--- config.mk ---
export PLATFORM = sky130hd
export DESIGN_NAME = tile_tray_conveyor_sequencer_flat
export DESIGN_NICKNAME = d
export VERILOG_FILES = /design/src/design/tts_pkg.sv /design/src/design/tts_sample_if.sv /design/src/design/tts_result_if.sv /design/src/design/tts_cfg.sv /design/src/design/tts_step.sv /design/src/design/tile_tray_conveyor_sequencer.sv /design/src/flat_wrapper.sv
export SDC_FILE = /design/constraint.sdc
export NUM_CORES = 1
export LEC_CHECK = 0
export ABC_AREA = 1
export BUFFER_PORTS_ARGS = -buffer_cell sky130_fd_sc_hd__buf_2
export CORE_MARGIN = 2
export CORE_UTILIZATION = 63
export CTS_CLUSTER_DIAMETER = 30
export CTS_CLUSTER_SIZE = 20
export DETAILED_ROUTE_END_ITERATION = 8
export PLACE_DENSITY_LB_ADDON = 0.08
export SKIP_LAST_GASP = 1
export SLEW_MARGIN = 5
export SYNTH_ARGS = -nofsm -noshare
export SYNTH_HDL_FRONTEND = slang
export SYNTH_SLANG_ARGS = --single-unit
--- constraint.sdc ---
create_clock -name clk -period 4.8 [get_ports clk]
set_input_delay 0.72 -clock clk [delete_from_list [all_inputs] [get_ports clk]]
set_output_delay 0.72 -clock clk [all_outputs]
set_load 0.02 [all_outputs]
--- src/design/tts_pkg.sv ---
`timescale 1ns / 1ps
// ----------------------------------------------------------------------------
// tts_pkg
// Shared types, codes and helpers for the tile tray conveyor sequencer.
// ----------------------------------------------------------------------------
package tts_pkg;

    localparam int COUNT_WIDTH_DEF = 16;
    localparam int CMD_WIDTH       = 3;
    localparam int CNT_WIDTH       = 3;
    localparam int LIMIT_WIDTH     = 3;
    localparam int CFG_INDEX_WIDTH = 1;

    localparam logic [LIMIT_WIDTH-1:0] DEAL_LIMIT_RST = 3'd3;
    localparam logic [LIMIT_WIDTH-1:0] JUMP_LIMIT_RST = 3'd4;

    localparam logic [CFG_INDEX_WIDTH-1:0] REG_DEAL_ROUND_LIMIT = 1'b0;
    localparam logic [CFG_INDEX_WIDTH-1:0] REG_JUMP_STEP_LIMIT  = 1'b1;

    localparam logic [1:0] PH_INIT   = 2'd0;
    localparam logic [1:0] PH_DEAL   = 2'd1;
    localparam logic [1:0] PH_JUMP   = 2'd2;
    localparam logic [1:0] PH_NORMAL = 2'd3;

    localparam logic [1:0] DS_WAIT_FIRST  = 2'd0;
    localparam logic [1:0] DS_TRAY_DOWN   = 2'd1;
    localparam logic [1:0] DS_WAIT_SECOND = 2'd2;
    localparam logic [1:0] DS_TRAY_UP     = 2'd3;

    localparam logic [1:0] JS_START       = 2'd0;
    localparam logic [1:0] JS_WAIT_TWO    = 2'd1;
    localparam logic [1:0] JS_NEXT_SINGLE = 2'd2;
    localparam logic [1:0] JS_WAIT_SINGLE = 2'd3;

    localparam logic [1:0] NS_WAIT_TAKE = 2'd0;
    localparam logic [1:0] NS_TRAY_DOWN = 2'd1;
    localparam logic [1:0] NS_SEND_ONE  = 2'd2;
    localparam logic [1:0] NS_TRAY_UP   = 2'd3;

    localparam logic [CMD_WIDTH-1:0] CONV_NONE         = 3'd0;
    localparam logic [CMD_WIDTH-1:0] CONV_START_BOTH   = 3'd1;
    localparam logic [CMD_WIDTH-1:0] CONV_STOP_BOTH    = 3'd2;
    localparam logic [CMD_WIDTH-1:0] CONV_START_SINGLE = 3'd3;
    localparam logic [CMD_WIDTH-1:0] CONV_STOP_SINGLE  = 3'd4;

    localparam logic [CMD_WIDTH-1:0] TRAY_NONE      = 3'd0;
    localparam logic [CMD_WIDTH-1:0] TRAY_LOWER     = 3'd1;
    localparam logic [CMD_WIDTH-1:0] TRAY_RAISE     = 3'd2;
    localparam logic [CMD_WIDTH-1:0] TRAY_RAISE_TWO = 3'd3;
    localparam logic [CMD_WIDTH-1:0] TRAY_RAISE_ONE = 3'd4;

    localparam logic [CNT_WIDTH-1:0] CNT_MAX = 3'd7;

    typedef struct packed {
        logic [LIMIT_WIDTH-1:0] deal_round_limit;
        logic [LIMIT_WIDTH-1:0] jump_step_limit;
    } cfg_t;

    typedef struct packed {
        logic [1:0]           phase;
        logic [1:0]           deal_sub;
        logic [1:0]           jump_sub;
        logic [1:0]           normal_sub;
        logic [CNT_WIDTH-1:0] round_count;
        logic [CNT_WIDTH-1:0] step_count;
    } ctrl_t;

    typedef struct packed {
        logic                 init_pulse;
        logic [CMD_WIDTH-1:0] conveyor_cmd;
        logic [CMD_WIDTH-1:0] tray_cmd;
        logic [1:0]           main_phase;
        logic [1:0]           sub_phase;
        logic [CNT_WIDTH-1:0] rounds_done;
        logic [CNT_WIDTH-1:0] jump_count;
    } result_t;

    function automatic logic [CNT_WIDTH-1:0] inc_sat7(input logic [CNT_WIDTH-1:0] v);
        inc_sat7 = (v == CNT_MAX) ? CNT_MAX : v + CNT_WIDTH'(1);
    endfunction

endpackage

--- src/design/tts_sample_if.sv ---
`timescale 1ns / 1ps
// ----------------------------------------------------------------------------
// tts_sample_if
// Sensor sample channel: two tile counts and the tray completion flags.
// ----------------------------------------------------------------------------
interface tts_sample_if #(
    parameter int COUNT_WIDTH = tts_pkg::COUNT_WIDTH_DEF
);
    logic                   valid;
    logic                   ready;
    logic [COUNT_WIDTH-1:0] ir_count_left;
    logic [COUNT_WIDTH-1:0] ir_count_right;
    logic                   tray_down_done;
    logic                   tray_up_done;

    modport source (
        output valid, ir_count_left, ir_count_right, tray_down_done, tray_up_done,
        input  ready
    );

    modport sink (
        input  valid, ir_count_left, ir_count_right, tray_down_done, tray_up_done,
        output ready
    );
endinterface

--- src/design/tts_result_if.sv ---
`timescale 1ns / 1ps
// ----------------------------------------------------------------------------
// tts_result_if
// Result channel: commands and sequencer status for one tick.
// ----------------------------------------------------------------------------
interface tts_result_if;
    logic                            valid;
    logic                            ready;
    logic                            init_pulse;
    logic [tts_pkg::CMD_WIDTH-1:0]   conveyor_cmd;
    logic [tts_pkg::CMD_WIDTH-1:0]   tray_cmd;
    logic [1:0]                      main_phase;
    logic [1:0]                      sub_phase;
    logic [tts_pkg::CNT_WIDTH-1:0]   rounds_done;
    logic [tts_pkg::CNT_WIDTH-1:0]   jump_count;

    modport source (
        output valid, init_pulse, conveyor_cmd, tray_cmd, main_phase, sub_phase,
               rounds_done, jump_count,
        input  ready
    );

    modport sink (
        input  valid, init_pulse, conveyor_cmd, tray_cmd, main_phase, sub_phase,
               rounds_done, jump_count,
        output ready
    );
endinterface

--- src/design/tts_cfg.sv ---
`timescale 1ns / 1ps
// ----------------------------------------------------------------------------
// tts_cfg
// Configuration registers: deal round limit and jump step limit.
// ----------------------------------------------------------------------------
module tts_cfg (
    input  logic                                clk,
    input  logic                                rst_n,
    input  logic                                cfg_we,
    input  logic [tts_pkg::CFG_INDEX_WIDTH-1:0] cfg_index,
    input  logic [tts_pkg::LIMIT_WIDTH-1:0]     cfg_data,
    output tts_pkg::cfg_t                       cfg
);

    tts_pkg::cfg_t cfg_reg;

    always_ff @(posedge clk or negedge rst_n)
    begin
        if (!rst_n)
        begin
            cfg_reg.deal_round_limit <= tts_pkg::DEAL_LIMIT_RST;
            cfg_reg.jump_step_limit  <= tts_pkg::JUMP_LIMIT_RST;
        end
        else if (cfg_we)
        begin
            unique case (cfg_index)
                tts_pkg::REG_DEAL_ROUND_LIMIT: cfg_reg.deal_round_limit <= cfg_data;
                tts_pkg::REG_JUMP_STEP_LIMIT:  cfg_reg.jump_step_limit  <= cfg_data;
                default:                       cfg_reg <= cfg_reg;
            endcase
        end
    end

    assign cfg = cfg_reg;

endmodule

--- src/design/tts_step.sv ---
`timescale 1ns / 1ps
// ----------------------------------------------------------------------------
// tts_step
// One sequencer tick: next control state, baseline load and result item.
// ----------------------------------------------------------------------------
module tts_step #(
    parameter int COUNT_WIDTH = tts_pkg::COUNT_WIDTH_DEF
) (
    input  tts_pkg::cfg_t           cfg,
    input  tts_pkg::ctrl_t          ctrl,
    input  logic [COUNT_WIDTH-1:0]  base_left,
    input  logic [COUNT_WIDTH-1:0]  base_right,
    input  logic [COUNT_WIDTH-1:0]  left,
    input  logic [COUNT_WIDTH-1:0]  right,
    input  logic                    down_done,
    input  logic                    up_done,
    output tts_pkg::ctrl_t          ctrl_next,
    output logic                    base_load,
    output tts_pkg::result_t        result
);

    localparam int SW = COUNT_WIDTH + 2;

    logic [SW-1:0]                 left_w;
    logic [SW-1:0]                 right_w;
    logic [SW-1:0]                 bl_w;
    logic [SW-1:0]                 br_w;
    logic [SW-1:0]                 now_sum;
    logic [SW-1:0]                 base_sum;
    logic [tts_pkg::CNT_WIDTH-1:0] round_inc;
    logic [tts_pkg::CNT_WIDTH-1:0] step_inc;
    logic [tts_pkg::CMD_WIDTH-1:0] conv;
    logic [tts_pkg::CMD_WIDTH-1:0] tray;
    logic                          init;
    logic [1:0]                    sub_out;

    assign left_w    = SW'(left);
    assign right_w   = SW'(right);
    assign bl_w      = SW'(base_left);
    assign br_w      = SW'(base_right);
    assign now_sum   = left_w + right_w;
    assign base_sum  = bl_w + br_w;
    assign round_inc = tts_pkg::inc_sat7(ctrl.round_count);
    assign step_inc  = tts_pkg::inc_sat7(ctrl.step_count);

    always_comb
    begin
        ctrl_next = ctrl;
        base_load = 1'b0;
        init      = 1'b0;
        conv      = tts_pkg::CONV_NONE;
        tray      = tts_pkg::TRAY_NONE;

        unique case (ctrl.phase)
            tts_pkg::PH_INIT:
            begin
                init            = 1'b1;
                ctrl_next.phase = tts_pkg::PH_DEAL;
            end
            tts_pkg::PH_DEAL:
            begin
                unique case (ctrl.deal_sub)
                    tts_pkg::DS_WAIT_FIRST:
                    begin
                        if (left_w > bl_w && right_w > br_w)
                        begin
                            conv               = tts_pkg::CONV_STOP_BOTH;
                            tray               = tts_pkg::TRAY_LOWER;
                            ctrl_next.deal_sub = tts_pkg::DS_TRAY_DOWN;
                        end
                    end
                    tts_pkg::DS_TRAY_DOWN:
                    begin
                        if (down_done)
                        begin
                            conv               = tts_pkg::CONV_START_BOTH;
                            ctrl_next.deal_sub = tts_pkg::DS_WAIT_SECOND;
                        end
                    end
                    tts_pkg::DS_WAIT_SECOND:
                    begin
                        if (left_w > bl_w + SW'(1) && right_w > br_w + SW'(1))
                        begin
                            conv               = tts_pkg::CONV_STOP_BOTH;
                            tray               = tts_pkg::TRAY_RAISE;
                            ctrl_next.deal_sub = tts_pkg::DS_TRAY_UP;
                        end
                    end
                    default:
                    begin
                        if (up_done)
                        begin
                            base_load             = 1'b1;
                            ctrl_next.round_count = round_inc;
                            if (round_inc >= cfg.deal_round_limit)
                                ctrl_next.phase = tts_pkg::PH_JUMP;
                            else
                                ctrl_next.deal_sub = tts_pkg::DS_WAIT_FIRST;
                        end
                    end
                endcase
            end
            tts_pkg::PH_JUMP:
            begin
                unique case (ctrl.jump_sub)
                    tts_pkg::JS_START:
                    begin
                        tray               = tts_pkg::TRAY_RAISE_TWO;
                        ctrl_next.jump_sub = tts_pkg::JS_WAIT_TWO;
                    end
                    tts_pkg::JS_WAIT_TWO:
                    begin
                        if (now_sum >= base_sum + SW'(2))
                        begin
                            ctrl_next.step_count = tts_pkg::CNT_WIDTH'(1);
                            ctrl_next.jump_sub   = tts_pkg::JS_NEXT_SINGLE;
                        end
                    end
                    tts_pkg::JS_NEXT_SINGLE:
                    begin
                        tray               = tts_pkg::TRAY_RAISE_ONE;
                        ctrl_next.jump_sub = tts_pkg::JS_WAIT_SINGLE;
                    end
                    default:
                    begin
                        if (now_sum >= base_sum + SW'(ctrl.step_count) + SW'(2))
                        begin
                            ctrl_next.step_count = step_inc;
                            if (step_inc >= cfg.jump_step_limit)
                            begin
                                ctrl_next.phase      = tts_pkg::PH_NORMAL;
                                ctrl_next.normal_sub = tts_pkg::NS_WAIT_TAKE;
                                base_load            = 1'b1;
                            end
                            else
                            begin
                                ctrl_next.jump_sub = tts_pkg::JS_NEXT_SINGLE;
                            end
                        end
                    end
                endcase
            end
            default:
            begin
                unique case (ctrl.normal_sub)
                    tts_pkg::NS_WAIT_TAKE:
                    begin
                        if (now_sum > base_sum)
                        begin
                            tray                 = tts_pkg::TRAY_LOWER;
                            ctrl_next.normal_sub = tts_pkg::NS_TRAY_DOWN;
                        end
                    end
                    tts_pkg::NS_TRAY_DOWN:
                    begin
                        if (down_done)
                        begin
                            conv                 = tts_pkg::CONV_START_SINGLE;
                            ctrl_next.normal_sub = tts_pkg::NS_SEND_ONE;
                        end
                    end
                    tts_pkg::NS_SEND_ONE:
                    begin
                        if (now_sum > base_sum + SW'(1))
                        begin
                            conv                 = tts_pkg::CONV_STOP_SINGLE;
                            tray                 = tts_pkg::TRAY_RAISE;
                            ctrl_next.normal_sub = tts_pkg::NS_TRAY_UP;
                        end
                    end
                    default:
                    begin
                        if (up_done)
                        begin
                            base_load            = 1'b1;
                            ctrl_next.normal_sub = tts_pkg::NS_WAIT_TAKE;
                        end
                    end
                endcase
            end
        endcase
    end

    always_comb
    begin
        unique case (ctrl_next.phase)
            tts_pkg::PH_INIT:   sub_out = 2'd0;
            tts_pkg::PH_DEAL:   sub_out = ctrl_next.deal_sub;
            tts_pkg::PH_JUMP:   sub_out = ctrl_next.jump_sub;
            default:            sub_out = ctrl_next.normal_sub;
        endcase
    end

    assign result.init_pulse   = init;
    assign result.conveyor_cmd = conv;
    assign result.tray_cmd     = tray;
    assign result.main_phase   = ctrl_next.phase;
    assign result.sub_phase    = sub_out;
    assign result.rounds_done  = ctrl_next.round_count;
    assign result.jump_count   = ctrl_next.step_count;

endmodule

--- src/design/tile_tray_conveyor_sequencer.sv ---
`timescale 1ns / 1ps
// ----------------------------------------------------------------------------
// tile_tray_conveyor_sequencer
// Init, deal, jump and normal draw sequencer for the tile tray and conveyors.
// ----------------------------------------------------------------------------
// Takes one sensor sample per clock while results are taken and returns one
// result per sample, in order. A sample is held in an input register and the
// sequencer tick is combinational from that register into the result
// register. A result waiting on the output does not stop the next request
// being taken into an empty input register, but with both registers full
// the input stalls until the result is taken. Limits are to be written by
// the user through cfg_we/cfg_index/cfg_data while the block is idle; the
// block itself does not enforce this.
module tile_tray_conveyor_sequencer #(
    parameter int COUNT_WIDTH = tts_pkg::COUNT_WIDTH_DEF
) (
    input  logic                                clk,
    input  logic                                rst_n,
    input  logic                                cfg_we,
    input  logic [tts_pkg::CFG_INDEX_WIDTH-1:0] cfg_index,
    input  logic [tts_pkg::LIMIT_WIDTH-1:0]     cfg_data,
    tts_sample_if.sink                          sample,
    tts_result_if.source                        result
);

    tts_pkg::cfg_t          cfg;
    tts_pkg::ctrl_t         ctrl_reg;
    tts_pkg::ctrl_t         ctrl_next;
    tts_pkg::result_t       res_next;
    tts_pkg::result_t       res_reg;
    logic                   base_load;
    logic [COUNT_WIDTH-1:0] base_left_reg;
    logic [COUNT_WIDTH-1:0] base_right_reg;

    logic                   in_valid_reg;
    logic [COUNT_WIDTH-1:0] in_left_reg;
    logic [COUNT_WIDTH-1:0] in_right_reg;
    logic                   in_down_reg;
    logic                   in_up_reg;
    logic                   out_valid_reg;
    logic                   advance;
    logic                   in_take;

    tts_cfg u_cfg (
        .clk       (clk),
        .rst_n     (rst_n),
        .cfg_we    (cfg_we),
        .cfg_index (cfg_index),
        .cfg_data  (cfg_data),
        .cfg       (cfg)
    );

    tts_step #(
        .COUNT_WIDTH (COUNT_WIDTH)
    ) u_step (
        .cfg        (cfg),
        .ctrl       (ctrl_reg),
        .base_left  (base_left_reg),
        .base_right (base_right_reg),
        .left       (in_left_reg),
        .right      (in_right_reg),
        .down_done  (in_down_reg),
        .up_done    (in_up_reg),
        .ctrl_next  (ctrl_next),
        .base_load  (base_load),
        .result     (res_next)
    );

    assign advance      = in_valid_reg && (!out_valid_reg || result.ready);
    assign sample.ready = !in_valid_reg || advance;
    assign in_take      = sample.valid && sample.ready;

    always_ff @(posedge clk or negedge rst_n)
    begin
        if (!rst_n)
        begin
            in_valid_reg <= 1'b0;
        end
        else if (sample.ready)
        begin
            in_valid_reg <= sample.valid;
        end
    end

    always_ff @(posedge clk)
    begin
        if (in_take)
        begin
            in_left_reg  <= sample.ir_count_left;
            in_right_reg <= sample.ir_count_right;
            in_down_reg  <= sample.tray_down_done;
            in_up_reg    <= sample.tray_up_done;
        end
    end

    always_ff @(posedge clk or negedge rst_n)
    begin
        if (!rst_n)
        begin
            ctrl_reg.phase       <= tts_pkg::PH_INIT;
            ctrl_reg.deal_sub    <= tts_pkg::DS_WAIT_FIRST;
            ctrl_reg.jump_sub    <= tts_pkg::JS_START;
            ctrl_reg.normal_sub  <= tts_pkg::NS_WAIT_TAKE;
            ctrl_reg.round_count <= '0;
            ctrl_reg.step_count  <= '0;
            base_left_reg        <= '0;
            base_right_reg       <= '0;
        end
        else if (advance)
        begin
            ctrl_reg <= ctrl_next;
            if (base_load)
            begin
                base_left_reg  <= in_left_reg;
                base_right_reg <= in_right_reg;
            end
        end
    end

    always_ff @(posedge clk or negedge rst_n)
    begin
        if (!rst_n)
        begin
            out_valid_reg <= 1'b0;
        end
        else if (advance)
        begin
            out_valid_reg <= 1'b1;
        end
        else if (result.ready)
        begin
            out_valid_reg <= 1'b0;
        end
    end

    always_ff @(posedge clk)
    begin
        if (advance)
        begin
            res_reg <= res_next;
        end
    end

    assign result.valid        = out_valid_reg;
    assign result.init_pulse   = res_reg.init_pulse;
    assign result.conveyor_cmd = res_reg.conveyor_cmd;
    assign result.tray_cmd     = res_reg.tray_cmd;
    assign result.main_phase   = res_reg.main_phase;
    assign result.sub_phase    = res_reg.sub_phase;
    assign result.rounds_done  = res_reg.rounds_done;
    assign result.jump_count   = res_reg.jump_count;

endmodule

--- src/flat_wrapper.sv ---
// flat-port wrapper written by rule: the top's interface ports become plain ports
module tile_tray_conveyor_sequencer_flat 
#(
    parameter int COUNT_WIDTH = tts_pkg::COUNT_WIDTH_DEF
)
  (clk, rst_n, cfg_we, cfg_index, cfg_data, sample_valid, sample_ir_count_left, sample_ir_count_right, sample_tray_down_done, sample_tray_up_done, sample_ready, result_valid, result_init_pulse, result_conveyor_cmd, result_tray_cmd, result_main_phase, result_sub_phase, result_rounds_done, result_jump_count, result_ready);
  tts_sample_if #(.COUNT_WIDTH(COUNT_WIDTH)) sample_i ();
  tts_result_if result_i ();
  input  logic clk;
  input  logic rst_n;
  input  logic cfg_we;
  input  logic [tts_pkg::CFG_INDEX_WIDTH-1:0] cfg_index;
  input  logic [tts_pkg::LIMIT_WIDTH-1:0] cfg_data;
  input wire logic [$bits(sample_i.valid)-1:0] sample_valid;
  input wire logic [$bits(sample_i.ir_count_left)-1:0] sample_ir_count_left;
  input wire logic [$bits(sample_i.ir_count_right)-1:0] sample_ir_count_right;
  input wire logic [$bits(sample_i.tray_down_done)-1:0] sample_tray_down_done;
  input wire logic [$bits(sample_i.tray_up_done)-1:0] sample_tray_up_done;
  output wire logic [$bits(sample_i.ready)-1:0] sample_ready;
  output wire logic [$bits(result_i.valid)-1:0] result_valid;
  output wire logic [$bits(result_i.init_pulse)-1:0] result_init_pulse;
  output wire logic [$bits(result_i.conveyor_cmd)-1:0] result_conveyor_cmd;
  output wire logic [$bits(result_i.tray_cmd)-1:0] result_tray_cmd;
  output wire logic [$bits(result_i.main_phase)-1:0] result_main_phase;
  output wire logic [$bits(result_i.sub_phase)-1:0] result_sub_phase;
  output wire logic [$bits(result_i.rounds_done)-1:0] result_rounds_done;
  output wire logic [$bits(result_i.jump_count)-1:0] result_jump_count;
  input wire logic [$bits(result_i.ready)-1:0] result_ready;
  assign sample_i.valid = sample_valid;
  assign sample_i.ir_count_left = sample_ir_count_left;
  assign sample_i.ir_count_right = sample_ir_count_right;
  assign sample_i.tray_down_done = sample_tray_down_done;
  assign sample_i.tray_up_done = sample_tray_up_done;
  assign sample_ready = sample_i.ready;
  assign result_valid = result_i.valid;
  assign result_init_pulse = result_i.init_pulse;
  assign result_conveyor_cmd = result_i.conveyor_cmd;
  assign result_tray_cmd = result_i.tray_cmd;
  assign result_main_phase = result_i.main_phase;
  assign result_sub_phase = result_i.sub_phase;
  assign result_rounds_done = result_i.rounds_done;
  assign result_jump_count = result_i.jump_count;
  assign result_i.ready = result_ready;
  tile_tray_conveyor_sequencer #(.COUNT_WIDTH(COUNT_WIDTH)) u_core (.clk(clk), .rst_n(rst_n), .cfg_we(cfg_we), .cfg_index(cfg_index), .cfg_data(cfg_data), .sample(sample_i), .result(result_i));
endmodule
Word level (Yosys, flattened, before mapping)

Cells that the tools add are included.

Add/subtract/negate cells: 10
Order comparisons: 10
Eq/ne operators: 12
Mux-type cells: 61
Bitwise operators: 1
Reductions and logical operators: 23

Operators with widths:

| cell                                           | count |
|---|---|
| two-way mux 2 bit                              | 23 |
| greater-or-equal comparator 18 bit             | 2 |
| one-hot mux 2 bit (3 select lines)             | 6 |
| adder 16 x 1 -> 17 bit (second input constant) | 2 |
| adder 16 x 16 -> 17 bit                        | 2 |
| > comparator 16 x 17 -> 1 bit                  | 2 |
| > comparator 16 bit                            | 2 |
| two-way mux 3 bit                              | 9 |
| one-hot mux 3 bit (2 select lines)             | 4 |
| adder 17 x 1 -> 18 bit (second input constant) | 1 |
| adder 17 x 2 -> 18 bit (second input constant) | 1 |
| adder 17 x 3 -> 18 bit                         | 1 |
| adder 18 x 2 -> 18 bit (second input constant) | 1 |
| > comparator 18 x 17 -> 1 bit                  | 1 |
| > comparator 18 bit                            | 1 |
| two-way mux 1 bit                              | 12 |
| one-hot mux 2 bit (2 select lines)             | 3 |
| == test 2 x 1 -> 1 bit (second input constant) | 5 |
| == test 2 bit (second input constant)          | 5 |
| logical NOT 2 bit                              | 5 |
| one-hot mux 3 bit (3 select lines)             | 1 |
| OR reduction 3 bit                             | 3 |
| two-way mux 4 bit                              | 2 |
| adder 3 x 1 -> 3 bit (second input constant)   | 2 |
| other kinds (10)                               | 21 |

Flip-flop bits (word level): 105
Input bits: 43
Output and inout bits: 19
Logic and storage cells: 140

Depth between registers and ports, before layout

Depth after elaboration: 9
Mapped depth: 33
Gate-level depth less buffers: 33

Cells and area by module

Synthesis repeated with hierarchy kept, for this count alone.

Cell total of the unflattened synthesis: 1488
Area, all modules: 11115.7 um^2

By module, submodules not included:

| module                       | times used | cells each | area each (um^2) | seq. area each (um^2) |
|---|---|---|---|---|
| tts_step                     | 1          | 1197       | 7367.1           | 0.0 |
| tile_tray_conveyor_sequencer | 1          | 263        | 3489.6           | 2732.6 |
| tts_cfg                      | 1          | 28         | 259.0            | 153.9 |

Worst setup path after synthesis

OpenSTA, ideal clock, no wires.

Path kind: register -> register
Start point: register u_core.base_right_reg[0]
End point: register u_core.res_reg, in the netlist u_core.result.sub_phase[1], data pin
Setup time: 0.259 ns
Data arrival time: 4.126 ns
Required time: 4.541 ns
Slack: 0.415 ns
Cell stages (with the launch flop): 28
Buffers on the path: 0
Clock period less this slack: 4.385 ns
Cells stage by stage: dfrtp_1 ha_1 inv_1 fa_1 xnor2_1 ha_1 fa_1 a21oi_1 nor2_4 nand3_2 nor2_4 xor2_1 ha_1 nand2_1 nor2_1 nand3_1 nand3_1 nand2_1 nand2_1 nand2_1 nand2_1 a21oi_1 nor2_4 nand2_1 o21ai_1 nand2_1 nand2_1 nand3_1

RTL lines:

| what                   | RTL line                            | RTL |
|---|---|---|
| from (decl)            | tile_tray_conveyor_sequencer.sv:33  | `logic [COUNT_WIDTH-1:0] base_right_reg;` |
| from (signal assigned) | tile_tray_conveyor_sequencer.sv:115 | `base_right_reg <= in_right_reg;` |
| to (signal assigned)   | tile_tray_conveyor_sequencer.sv:140 | `res_reg <= res_next;` |
| to (decl)              | tile_tray_conveyor_sequencer.sv:30  | `tts_pkg::result_t res_reg;` |

Worst setup path after layout

Start point: register u_core.base_left_reg[2]
End point: register u_core.base_left_reg[1]

Cells in the longest elaborated chain, start to end: 8

Ends and longest elaborated chain:

| what                                 | RTL line                            | RTL |
|---|---|---|
| from (decl)                          | tile_tray_conveyor_sequencer.sv:32  | `logic [COUNT_WIDTH-1:0] base_left_reg;` |
| from (signal assigned)               | tile_tray_conveyor_sequencer.sv:114 | `base_left_reg <= in_left_reg;` |
| adder 16 x 16 -> 17 bit              | tts_step.sv:42                      | `assign base_sum = bl_w + br_w;` |
| adder 17 x 3 -> 18 bit               | tts_step.sv:126                     | `if (now_sum >= base_sum + SW'(ctrl.step_count) + SW'(2))` |
| adder 18 x 2 -> 18 bit               | tts_step.sv:126                     |  |
| greater-or-equal comparator 18 bit   | tts_step.sv:126                     |  |
| two-way mux 1 bit                    | tts_step.sv:126                     |  |
| two-way mux 1 bit                    | tts_step.sv:105                     | `unique case (ctrl.jump_sub)` |
| one-hot mux 1 bit (3 select lines)   | tts_step.sv:54                      | `unique case (ctrl.phase)` |
| AND reduction 2 bit (no source line) | n/a                                 |  |

Every way passes these cells.
A chain may end at the register's enable or synchronous reset.

==> results.json <==
{
  "die_h_um": 134,
  "n_antenna_cell": 0,
  "clock_sinks": 105,
  "ys_seq_area_frac": 0.272,
  "h-tree-depth": 3,
  "hold_viol_final": 0,
  "crit_top_cell": "nand2_1",
  "clk_latency_ns": 0.36,
  "worst_slew_pin_slew_ns": 1.39,
  "ios": 62,
  "drc": 0,
  "start_kind": "register",
  "critical_path_class": "register to register",
  "synth_area_mm2": 0.0106,
  "worstRegToRegCells": 27,
  "async_flop_share": 0.514,
  "syn-num-nets": 1657,
  "drt_iter0_drc": 707,
  "initial_core_util": 0.642,
  "coreArea_mm2": 0.0165,
  "crit_arrival_ns": 4.88,
  "cp.depth": 27,
  "grt.overflow.total": 0,
  "drt_wl_total_um": 27600,
  "grt_pass1_wl_um": 43600,
  "p_per_area_mw_per_mm2": 750,
  "gp_congestion": 0.990,
  "finalSetupViolCount": 0,
  "yosysWarnings": 0,
  "whs_ns": 0.477,
  "port_buffers": 61,
  "fin_nets": 1747,
  "cts_root_buf": "clkbuf_16",
  "min_period_ns": 4.64,
  "grt.total_usage": 0.307,
  "status": "finished clean",
  "fin_setup_tns_ns": 0,
  "end_kind": "register",
  "slew_headroom": 0.0735,
  "max_freq_mhz": 216,
  "die_area_mm2": 0.0179,
  "drive_above_1_share": 0.119,
  "grt_antenna_before_repair": 0,
  "postRouteAntennaNets": 0,
  "ctsLongestPathBuffers": 2,
  "synth_edf_count": 51,
  "pre_cts_ws_ns": 0.0293,
  "synth.avg_cell_area_um2": 7.44,
  "clock_skew_ns": 0.0123,
  "vias": 9705,
  "cts_buffers": 9,
  "synth_ff_type": "edfxtp_1",
  "crit_path_max_incr_delay_ns": 0.47,
  "syn2layout_area_growth_pct": 11.6,
  "critPathMaxFanout": 8,
  "setup_ws_ns": 0.164,
  "grt_max_degree": 55,
  "slew_viol_final": 0,
  "wire_per_inst_um": 15.8,
  "clk_pin_slew_ns": 0.08,
  "synth.distinct_cells": 51,
  "crit_family": "simple AND/OR/NAND/NOR gates",
  "synth_common_cells": "nand2_1, inv_1, ha_1, nor2_1, nand3_1",
  "drv_cap": 0,
  "ctsHoldBuffers": 0,
  "rows": 47,
  "syn_inst": 1426,
  "worstPathRequired_ns": 5.04,
  "yosys.area.top_type": "ha_1",
  "leakagePower_nw": 5.98,
  "vias_per_cell": 5.57,
  "fp.dieW_um": 134,
  "yosysTopAreaCellShare": 0.218,
  "ir_drop_v": 0.000417,
  "hp-class": "primary input to async pin",
  "dpl.hpwl_um": 21900,
  "path_buf_inv": 2,
  "period_share": 0.966,
  "ys_seq_elements": 105,
  "grt_pass1_vias": 8930,
  "cts_tree": "done",
  "yosysMostFrequentCell": "nand2_1",
  "yosys-top-cells-area": "ha_1, edfxtp_1, nand2_1",
  "critPathSlowestCell": "dfrtp_1",
  "first_pass_iters": 7,
  "grt_setup_unrepaired": "true"
}
logic make-up (layout without fill, tap and decap cells):
group | count (synthesis) | count (layout) | synth area share
adders and majority gates | 188 | 188 | 0.224
xor gates and xnor gates | 70 | 70 | 0.0585
AOI/OAI and AO/OA | 177 | 177 | 0.0939
DFF | 105 | 105 | 0.272
and+or+nand+nor | 668 | 672 | 0.272
buffers and inverters | 218 | 309 | 0.0797
routing by layer:
metal | track usage | up-vias | wire length (um)
met3 | 0.0346 | 46 | 1480
met4 | 0.110 | 0 | 856
met5 | 0 | - | 0
met1 | 0.430 | 4439 | 12700
met2 | 0.491 | 307 | 12600
li1 | - | 4913 | -
final cells by class:
class                           instances  area (um^2)
Multi-Input combinational cell       1107         7070
Fill cell                            1384         4690
Sequential cell                       105         2890
Inverter                              206          773
Timing Repair Buffer                   87          551
Tap cell                              220          275
Clock buffer                           10          229
Clock inverter                          6         53.8
power by group:
part | switching [mW] | internal [mW] | total (mW)
clock network | 0.354 | 0.361 | 0.714
logic | 4.14 | 2.52 | 6.66
registers | 0.303 | 1.20 | 1.51
layout by cell type, fill, tap and decap left out, drive strengths merged, types with 4 or more instances in the layout:
cell and count:
edfxtp 51, a21oi 87, nand3 98, nand4 26, and2 4, o211ai 8, clkbuf 11, nor3 22
a211oi 7, ha 185, buf 86, o21bai 4, nand2 402, o21ai 52, xnor2 10, inv 206
xor2 60, dfrtp 51, nor2 114
timing repair:
item,4_1_cts,5_1_grt
setup buffers,0,6
gates cloned,0,5
setup endpoints to repair,1,43
resized for setup,1,39
pin swaps,0,13
final timing paths:
path                                                startpoint                                   end  slack, ns
hold / removal                                           rst_n        u_core.ctrl_reg[0]$_DFFE_PN0P_       0.48
max in group asynchronous                                rst_n  u_core.base_right_reg[5]$_DFFE_PN0P_       3.80
hold reg to reg                u_core.u_cfg.cfg[4]$_DFFE_PN1P_       u_core.u_cfg.cfg[4]$_DFFE_PN1P_       0.51
min in group clk               u_core.u_cfg.cfg[4]$_DFFE_PN1P_       u_core.u_cfg.cfg[4]$_DFFE_PN1P_       0.51
setup / recovery           u_core.base_left_reg[2]$_DFFE_PN0P_   u_core.base_left_reg[1]$_DFFE_PN0P_       0.16
setup reg to reg           u_core.base_left_reg[2]$_DFFE_PN0P_   u_core.base_left_reg[1]$_DFFE_PN0P_       0.16
metrics by stage:
step           utilization  cells  cell area, um^2  total power [mW]
2_1_floorplan            -   1426            10600              6.13
3_3_place_gp         0.682   1714            11300              7.54
3_5_place_dp         0.682   1714            11300              7.70
4_1_cts              0.699   1730            11600              8.47
5_1_grt              0.716   1741            11800              9.89
6_report             0.716   1741            11800              8.88
Power figures use the tool's default switching activity.
